**config.mk**
```make
export PLATFORM = sky130hd
export DESIGN_NAME = base64_stream_decoder_core
export DESIGN_NICKNAME = d
export VERILOG_FILES = /design/src/b64d_pkg.sv /design/src/b64d_front.sv /design/src/b64d_queue.sv /design/src/b64d_back.sv /design/src/base64_stream_decoder_core.sv
export SDC_FILE = /design/constraint.sdc
export NUM_CORES = 1
export LEC_CHECK = 0
export BUFFER_PORTS_ARGS = -buffer_cell sky130_fd_sc_hd__buf_2
export CAP_MARGIN = 20
export CORE_UTILIZATION = 53
export CTS_CLUSTER_SIZE = 25
export DETAILED_ROUTE_END_ITERATION = 12
export GPL_ROUTABILITY_DRIVEN = 0
export PLACE_DENSITY = 0.87
export SYNTH_ARGS = -nofsm -noshare
export SYNTH_HDL_FRONTEND = slang
export SYNTH_SLANG_ARGS = --single-unit
```
**constraint.sdc**
```tcl
create_clock -name aclk -period 2.35 [get_ports aclk]
set_input_delay 0.235 -clock aclk [delete_from_list [all_inputs] [get_ports aclk]]
set_output_delay 0.235 -clock aclk [all_outputs]
set_load 0.01 [all_outputs]
```
**src/b64d_pkg.sv**
```systemverilog
// ============================================================================
// Base64 stream decoder package
// Shared types, constants and the character classifier.
// ============================================================================
package b64d_pkg;

    localparam int B64D_QUEUE_DEPTH = 2;

    localparam logic [7:0] CHAR_PAD = 8'h3D;  // '='

    localparam logic RESULT_DATA   = 1'b0;
    localparam logic RESULT_STATUS = 1'b1;

    localparam logic STATUS_OK      = 1'b0;
    localparam logic STATUS_INVALID = 1'b1;

    typedef enum logic [1:0] {
        CMD_NONE   = 2'd0,
        CMD_SEXTET = 2'd1,
        CMD_PAD    = 2'd2,
        CMD_BAD    = 2'd3
    } cmd_kind_t;

    // One classified item as it travels from the front end to the decoder.
    typedef struct packed {
        cmd_kind_t   kind;
        logic [5:0]  sextet;
        logic        eot;
    } cmd_t;

    // Map a character onto its class and its 6-bit value (either alphabet).
    function automatic cmd_t classify(input logic [7:0] ch, input logic no_char,
                                      input logic eot);
        cmd_t c;
        c.eot    = eot;
        c.kind   = CMD_SEXTET;
        c.sextet = 6'd0;
        if (no_char) begin
            c.kind = CMD_NONE;
        end else if (ch == CHAR_PAD) begin
            c.kind = CMD_PAD;
        end else if (ch inside {[8'h41:8'h5A]}) begin
            c.sextet = 6'(ch - 8'h41);
        end else if (ch inside {[8'h61:8'h7A]}) begin
            c.sextet = 6'(ch - 8'h61 + 8'd26);
        end else if (ch inside {[8'h30:8'h39]}) begin
            c.sextet = 6'(ch - 8'h30 + 8'd52);
        end else if (ch inside {8'h2B, 8'h2D}) begin
            c.sextet = 6'd62;
        end else if (ch inside {8'h2F, 8'h5F}) begin
            c.sextet = 6'd63;
        end else begin
            c.kind = CMD_BAD;
        end
        return c;
    endfunction

endpackage

```
**src/b64d_front.sv**
```systemverilog
// ============================================================================
// Base64 decoder front end
// Classify each incoming character into a decode command.
// ============================================================================
module b64d_front (
    input  logic [7:0]      s_text_char,
    input  logic            s_no_char,
    input  logic            s_end_of_text,
    output b64d_pkg::cmd_t  cmd
);
    import b64d_pkg::*;

    assign cmd = classify(s_text_char, s_no_char, s_end_of_text);

endmodule

```
**src/b64d_queue.sv**
```systemverilog
// ============================================================================
// Base64 decoder command queue
// Small FIFO that decouples classification from decoding.
// ============================================================================
module b64d_queue #(
    parameter int DEPTH = b64d_pkg::B64D_QUEUE_DEPTH
) (
    input  logic            aclk,
    input  logic            aresetn,
    input  logic            push,
    input  b64d_pkg::cmd_t  push_cmd,
    output logic            not_full,
    input  logic            pop,
    output logic            not_empty,
    output b64d_pkg::cmd_t  pop_cmd
);
    import b64d_pkg::*;

    localparam int PTR_W = $clog2(DEPTH);
    localparam int CNT_W = $clog2(DEPTH + 1);

    cmd_t             entry_reg [DEPTH];
    logic [PTR_W-1:0] wr_ptr_reg, wr_ptr_next;
    logic [PTR_W-1:0] rd_ptr_reg, rd_ptr_next;
    logic [CNT_W-1:0] count_reg, count_next;

    logic do_push, do_pop;

    assign not_full  = (count_reg != CNT_W'(DEPTH));
    assign not_empty = (count_reg != '0);
    assign do_push   = push && not_full;
    assign do_pop    = pop && not_empty;
    assign pop_cmd   = entry_reg[rd_ptr_reg];

    always_comb begin
        wr_ptr_next = wr_ptr_reg;
        rd_ptr_next = rd_ptr_reg;
        count_next  = count_reg;
        if (do_push) begin
            wr_ptr_next = (wr_ptr_reg == PTR_W'(DEPTH - 1)) ? '0 : wr_ptr_reg + 1'b1;
        end
        if (do_pop) begin
            rd_ptr_next = (rd_ptr_reg == PTR_W'(DEPTH - 1)) ? '0 : rd_ptr_reg + 1'b1;
        end
        if (do_push && !do_pop) begin
            count_next = count_reg + 1'b1;
        end else if (do_pop && !do_push) begin
            count_next = count_reg - 1'b1;
        end
    end

    always_ff @(posedge aclk) begin
        if (!aresetn) begin
            wr_ptr_reg <= '0;
            rd_ptr_reg <= '0;
            count_reg  <= '0;
        end else begin
            wr_ptr_reg <= wr_ptr_next;
            rd_ptr_reg <= rd_ptr_next;
            count_reg  <= count_next;
        end
    end

    always_ff @(posedge aclk) begin
        if (do_push) begin
            entry_reg[wr_ptr_reg] <= push_cmd;
        end
    end

endmodule

```
**src/b64d_back.sv**
```systemverilog
// ============================================================================
// Base64 decoder back end
// Accumulate sextets, emit bytes and end-of-message status items.
// ============================================================================
module b64d_back (
    input  logic            aclk,
    input  logic            aresetn,
    input  logic            q_valid,
    input  b64d_pkg::cmd_t  q_cmd,
    output logic            q_pop,
    output logic            m_valid,
    input  logic            m_ready,
    output logic            m_result_kind,
    output logic [7:0]      m_data_byte,
    output logic            m_status,
    output logic            m_final_flag
);
    import b64d_pkg::*;

    logic [11:0] acc_reg, acc_next;
    logic [2:0]  cnt_reg, cnt_next;
    logic        stop_reg, stop_next;
    logic        err_reg, err_next;
    logic        pend_reg, pend_next;
    logic        pend_err_reg, pend_err_next;

    logic        m_valid_reg, m_valid_next;
    logic        kind_reg, kind_next;
    logic [7:0]  byte_reg, byte_next;
    logic        status_reg, status_next;
    logic        final_reg, final_next;

    logic        slot_free;
    logic        active;
    logic        has_byte;
    logic        err_after;
    logic [11:0] acc_shift;
    logic [3:0]  cnt_plus;
    logic [2:0]  byte_pos;
    logic [7:0]  byte_val;

    assign slot_free = !m_valid_reg || m_ready;
    assign q_pop     = slot_free && !pend_reg && q_valid;
    assign active    = !stop_reg && !err_reg;

    assign acc_shift = {acc_reg[5:0], q_cmd.sextet};
    assign cnt_plus  = {1'b0, cnt_reg} + 4'd6;
    assign byte_pos  = cnt_plus[2:0];
    assign byte_val  = acc_shift[byte_pos +: 8];
    assign has_byte  = active && (q_cmd.kind == CMD_SEXTET) && cnt_plus[3];
    assign err_after = err_reg || (active && (q_cmd.kind == CMD_BAD));

    // Decode state update on pop.
    always_comb begin
        acc_next  = acc_reg;
        cnt_next  = cnt_reg;
        stop_next = stop_reg;
        err_next  = err_reg;
        if (q_pop) begin
            if (active) begin
                case (q_cmd.kind)
                    CMD_SEXTET: begin
                        acc_next = acc_shift;
                        cnt_next = cnt_plus[2:0];
                    end
                    CMD_PAD:  stop_next = 1'b1;
                    CMD_BAD:  err_next  = 1'b1;
                    default:  ;
                endcase
            end
            if (q_cmd.eot) begin
                acc_next  = '0;
                cnt_next  = '0;
                stop_next = 1'b0;
                err_next  = 1'b0;
            end
        end
    end

    // Output register: a byte first, a deferred status item next.
    always_comb begin
        m_valid_next  = m_valid_reg;
        kind_next     = kind_reg;
        byte_next     = byte_reg;
        status_next   = status_reg;
        final_next    = final_reg;
        pend_next     = pend_reg;
        pend_err_next = pend_err_reg;
        if (slot_free) begin
            m_valid_next = 1'b0;
            if (pend_reg) begin
                m_valid_next = 1'b1;
                kind_next    = RESULT_STATUS;
                byte_next    = '0;
                status_next  = pend_err_reg;
                final_next   = 1'b1;
                pend_next    = 1'b0;
            end else if (q_pop) begin
                if (has_byte) begin
                    m_valid_next  = 1'b1;
                    kind_next     = RESULT_DATA;
                    byte_next     = byte_val;
                    status_next   = STATUS_OK;
                    final_next    = 1'b0;
                    pend_next     = q_cmd.eot;
                    pend_err_next = err_after;
                end else if (q_cmd.eot) begin
                    m_valid_next = 1'b1;
                    kind_next    = RESULT_STATUS;
                    byte_next    = '0;
                    status_next  = err_after;
                    final_next   = 1'b1;
                end
            end
        end
    end

    always_ff @(posedge aclk) begin
        if (!aresetn) begin
            acc_reg     <= '0;
            cnt_reg     <= '0;
            stop_reg    <= 1'b0;
            err_reg     <= 1'b0;
            pend_reg    <= 1'b0;
            m_valid_reg <= 1'b0;
        end else begin
            acc_reg     <= acc_next;
            cnt_reg     <= cnt_next;
            stop_reg    <= stop_next;
            err_reg     <= err_next;
            pend_reg    <= pend_next;
            m_valid_reg <= m_valid_next;
        end
    end

    always_ff @(posedge aclk) begin
        pend_err_reg <= pend_err_next;
        kind_reg     <= kind_next;
        byte_reg     <= byte_next;
        status_reg   <= status_next;
        final_reg    <= final_next;
    end

    assign m_valid       = m_valid_reg;
    assign m_result_kind = kind_reg;
    assign m_data_byte   = byte_reg;
    assign m_status      = status_reg;
    assign m_final_flag  = final_reg;

`ifndef SYNTHESIS
    a_pend_has_output: assert property (@(posedge aclk) disable iff (!aresetn)
        pend_reg |-> m_valid_reg)
        else $error("deferred status without a held output item");

    a_cnt_even: assert property (@(posedge aclk) disable iff (!aresetn)
        cnt_reg[0] == 1'b0)
        else $error("pending bit count is odd");

    a_eot_clears: assert property (@(posedge aclk) disable iff (!aresetn)
        (q_pop && q_cmd.eot) |=> (cnt_reg == '0 && !stop_reg && !err_reg))
        else $error("decode state not cleared at end of message");

    a_no_pop_while_pend: assert property (@(posedge aclk) disable iff (!aresetn)
        pend_reg |-> !q_pop)
        else $error("command popped while a status item is owed");
`endif

endmodule

```
**src/base64_stream_decoder_core.sv**
```systemverilog
// ============================================================================
// Base64 stream decoder core
// Decode a Base64 character stream into bytes plus an end-of-message status.
// ============================================================================
// Usage: feed one character per item on the s_ channel; both the standard
// ('+', '/') and URL-safe ('-', '_') alphabets decode. Each data byte comes
// out as a result item with m_result_kind = 0. A '=' ends decoding for the
// rest of the message; an invalid character latches an error and the rest
// of the message is dropped. The item with s_end_of_text set produces a
// status item (m_result_kind = 1, m_final_flag = 1, m_status = 1 on error)
// after any byte of that item, and clears the decoder; leftover bits are
// discarded. s_no_char marks an item that carries only the end mark. Rate:
// one item per cycle while m_ready holds; an accepted item is registered in
// the command queue and then in the output register. An item that yields a
// byte and a status stalls the queue until the status follows the byte.
// A small command queue sits between the classifier and the decoder so the
// input side keeps accepting while a result waits at the output.
// ============================================================================
module base64_stream_decoder_core #(
    parameter int QUEUE_DEPTH = b64d_pkg::B64D_QUEUE_DEPTH
) (
    input  logic       aclk,
    input  logic       aresetn,
    input  logic       s_valid,
    output logic       s_ready,
    input  logic [7:0] s_text_char,
    input  logic       s_no_char,
    input  logic       s_end_of_text,
    output logic       m_valid,
    input  logic       m_ready,
    output logic       m_result_kind,
    output logic [7:0] m_data_byte,
    output logic       m_status,
    output logic       m_final_flag
);
    import b64d_pkg::*;

    cmd_t front_cmd;
    cmd_t queue_cmd;
    logic queue_not_full;
    logic queue_not_empty;
    logic queue_pop;

    // Classify the character as it arrives.
    b64d_front u_front (
        .s_text_char   (s_text_char),
        .s_no_char     (s_no_char),
        .s_end_of_text (s_end_of_text),
        .cmd           (front_cmd)
    );

    // Hold classified items until the decoder is free.
    b64d_queue #(
        .DEPTH (QUEUE_DEPTH)
    ) u_queue (
        .aclk      (aclk),
        .aresetn   (aresetn),
        .push      (s_valid),
        .push_cmd  (front_cmd),
        .not_full  (queue_not_full),
        .pop       (queue_pop),
        .not_empty (queue_not_empty),
        .pop_cmd   (queue_cmd)
    );

    assign s_ready = queue_not_full;

    // Advance the bit accumulator and drive the output register.
    b64d_back u_back (
        .aclk          (aclk),
        .aresetn       (aresetn),
        .q_valid       (queue_not_empty),
        .q_cmd         (queue_cmd),
        .q_pop         (queue_pop),
        .m_valid       (m_valid),
        .m_ready       (m_ready),
        .m_result_kind (m_result_kind),
        .m_data_byte   (m_data_byte),
        .m_status      (m_status),
        .m_final_flag  (m_final_flag)
    );

endmodule
```
==> reports/metrics.yaml <==
drt_first_pass_iters: 4
combPwrFrac: 0.347
grt_pass1_wl_um: 7620
drv_slew: 0
adder_cell_fraction_of_synth_area: 0.0526
yosys.area.top_type_share: 0.333
netlist_area_um2: 2620
power.switching_fraction: 0.328
power.share.sequential: 0.444
timing.clock.skew_ns: 0.00250
netlist-cell-type-count: 55
min_path_type: "input port to flop"
die_h_um: 72.2
die_x_um: 72.2
synthMuxAreaShare: 0.0785
yosys_warnings: 0
clock_insertion_delay_worst_skew_ns: 0.30
post-route-util: 0.614
detail_route.drc_violations: 0
synth_compound_gate_area_share: 0.152
grt_util_all_layers: 0.187
layout_setup_ws_ns: 0.334
synth_cells: 245
grt_start_max_net_pins: 18
internal-power_mw: 1.71
grt_pass1_vias: 1759
hold_violations: 0
sequential_element_share_of_the_synthesized_area: 0.463
initialDrtViolationCount: 135
path_class: "flop to flop"
placement.io_buffers: 26
critical_path.slowest_cell: "sky130_fd_sc_hd__dfxtp_1"
layout.area.seq_um2: 1210
crit_fanout: 11
power_density_nw_per_um2: 874
net-switching-power_mw: 0.831
cpLargestDelayFamily: "flip-flops"
worst_path_required_time_ns: 2.37
dpl.hpwl_um: 3450
p_leak_nw: 1.12
rsz0062_at_grt: "false"
synth_area_leader_cell: "sky130_fd_sc_hd__edfxtp_1"
grt_antenna_before_repair: 0
critical_path.cell_chain: "mux2i_1 > nor3_1 > nand2_1 > nor2_1 > o21bai_1 > a21oi_1 > buf_4"
worstMarginPinSlew_ns: 0.499
grt_remaining_overflow: 0
synthXorXnorAreaFrac: 0.0335
depth_of_the_cts_h_tree: 2
largest_register_ff_count: 18
place_area_um2: 2800
clkPwrFrac: 0.208
synth_top_cells_by_area: "sky130_fd_sc_hd__edfxtp_1 (33%), sky130_fd_sc_hd__dfxtp_1 (13%), sky130_fd_sc_hd__ha_1 (5.3%)"
worstSetupEndpointType: "flop"
io_pins: 27
avgRoutedWirePerCell_um: 13.4
initial_utilization: 0.554
antenna_diode_instance_count: 0
outcome: "finished, final reports clean"
critical_path_arrival_ns: 2.03
max-vdd-ir-drop_uv: 410
cap_violations: 0
fillerInstances: 381
post_route_cell_area_um2: 2900
pre_cts_setup_slack_ns: 0.153
tritoncts.num_buffers: 5
synthesis.area_per_instance_um2: 10.7
cp.buffers_inverters: 1
synth_top_family_by_area: "simple AND/OR/NAND/NOR gates"
cts_hold_buf: 0
numPlacedInstances: 334
post_drt_via_cell_ratio: 5.52
die_area_um2: 5220
ys_seq_elements: 46
cts_max_path_buffers: 2
post_synth_net_total: 270
achievable-frequency_mhz: 496
multiInputGateArea_um2: 1270
synth-simple-area-share: 0.169
final_nets: 299
floorplan.core_area_um2: 4720
tcrit_tclk_final: 0.858
worst_path_largest_cell_delay_ns: 0.62
cts.reportedPaths.clkPinSlew_ns: 0.08
post_cts.resized_instances: 0
fin_cells: 342
postRouteAntennaNets: 0
post_cts.repair.setup_buffers: 0
finalSetupViolations: 0
critPathLaunchType: "flop"
min_period_ns: 2.02
slew_headroom: 0.665
root_buffer: "sky130_fd_sc_hd__clkbuf_8"
tritoncts_num_sinks: 46
placementRows: 25
layout-area-overhead-vs-synth_pct: 11.0
wirelength_um: 4570
final_layout_size_suffix_gt1_frac: 0.215
via_count: 1887
cts_tree: "built"
fin_tns_setup_ns: 0
==> power groups by stage <==
stage          combinational, mW  sequential, mW  clock [mW]
2_1_floorplan              0.629            1.13           0
3_3_place_gp               0.840            1.14           0
3_5_place_dp               0.875            1.14           0
4_1_cts                    0.879            1.13       0.539
5_1_grt                    0.972            1.15       0.563
6_report                   0.881            1.13       0.528
==> cells in the final DEF, fill, tap and decap left out, drive strengths merged, types with 3 or more instances in the layout <==
master / count
a211oi: 9
a21oi: 11
a22oi: 8
a31oi: 3
and2: 4
and3: 5
buf: 33
clkbuf: 8
dfxtp: 17
edfxtp: 29
ha: 11
inv: 14
mux2: 8
mux2i: 7
nand2: 11
nor2: 25
nor2b: 13
nor3: 11
o21ai: 5
xnor2: 6
xor2: 4
==> metrics by stage <==
step,hold WS [ns],power (mW)
5_1_grt,0.109,2.68
4_1_cts,0.119,2.55
2_1_floorplan,0.334,1.76
3_5_place_dp,0.434,2.02
6_report,0.124,2.54
3_3_place_gp,0.430,1.98
==> area by class of cell <==
type / count / share of cell area
flip-flops and latches: 46 / 0.417
well taps: 67 / 0.0289
clock buffers: 8 / 0.0349
repair buffers: 33 / 0.0630
inverters: 14 / 0.0181
multi-input cells: 174 / 0.438
==> worst paths after layout <==
check                           slack, ns  cells after the start                           start                                  end
worst max-delay path                 0.33                      7                            flop  u_back.m_data_byte[6]$_SDFFCE_PN0P_
worst min-delay path                 0.12                      1                   s_end_of_text    u_queue.entry_reg[1][0]$_DFFE_PP_
worst max register to register       0.33                      7                            flop  u_back.m_data_byte[6]$_SDFFCE_PN0P_
worst min register to register       0.53                      2  u_back.cnt_reg[2]$_SDFFE_PN0P_       u_back.cnt_reg[2]$_SDFFE_PN0P_
==> cells by family (layout without fill, tap and decap cells) <==
logic type                 after synthesis  after routing
and+or+nand+nor                         82             82
AOI/OAI and AO/OA                       54             54
xor gates and xnor gates                10             10
buffers and inverters                   25             55
muxes                                   17             17
adders and majority gates               11             11
DFF                                     46             46
==> per-layer routing <==
| layer | global-route usage | share of wire |
|---|---|---|
| met5 | 0 | 0 |
| met4 | 0.0980 | 0.016 |
| met3 | 0.0375 | 0.037 |
| met2 | 0.332 | 0.52 |
| met1 | 0.212 | 0.43 |
==> synth_stat cells, drive strengths merged <==
cell type / count
edfxtp: 29
nor2: 25
dfxtp: 17
inv: 14
nor2b: 13
a21oi: 11
ha: 11
nand2: 11
nor3: 11
a211oi: 9
a22oi: 8
buf: 8
mux2: 8
mux2i: 7
xnor2: 6
and3: 5
o21ai: 5
and2: 4
xor2: 4
a31oi: 3
clkbuf: 3
a21boi: 2
a21o: 2
mux4: 2
nand2b: 2
nand3: 2
nand3b: 2
nor3b: 2
o211a: 2
o21a: 2
o2bb2ai: 2
a221o: 1
a22o: 1
a32oi: 1
and4: 1
nand4b: 1
o211ai: 1
o21bai: 1
o221a: 1
o311ai: 1
o31ai: 1
or2: 1
or3: 1
or3b: 1
==> worst register-to-register path, delay by kind of cell, from the launching register on <==
kind | cells | cell delay [ns]
DFF | 1 | 0.62
AOI/OAI and AO/OA | 2 | 0.26
and+or+nand+nor | 3 | 0.47
muxes | 1 | 0.18
buffers and inverters | 1 | 0.19
No activity file was read; power rests on OpenSTA's default activity.
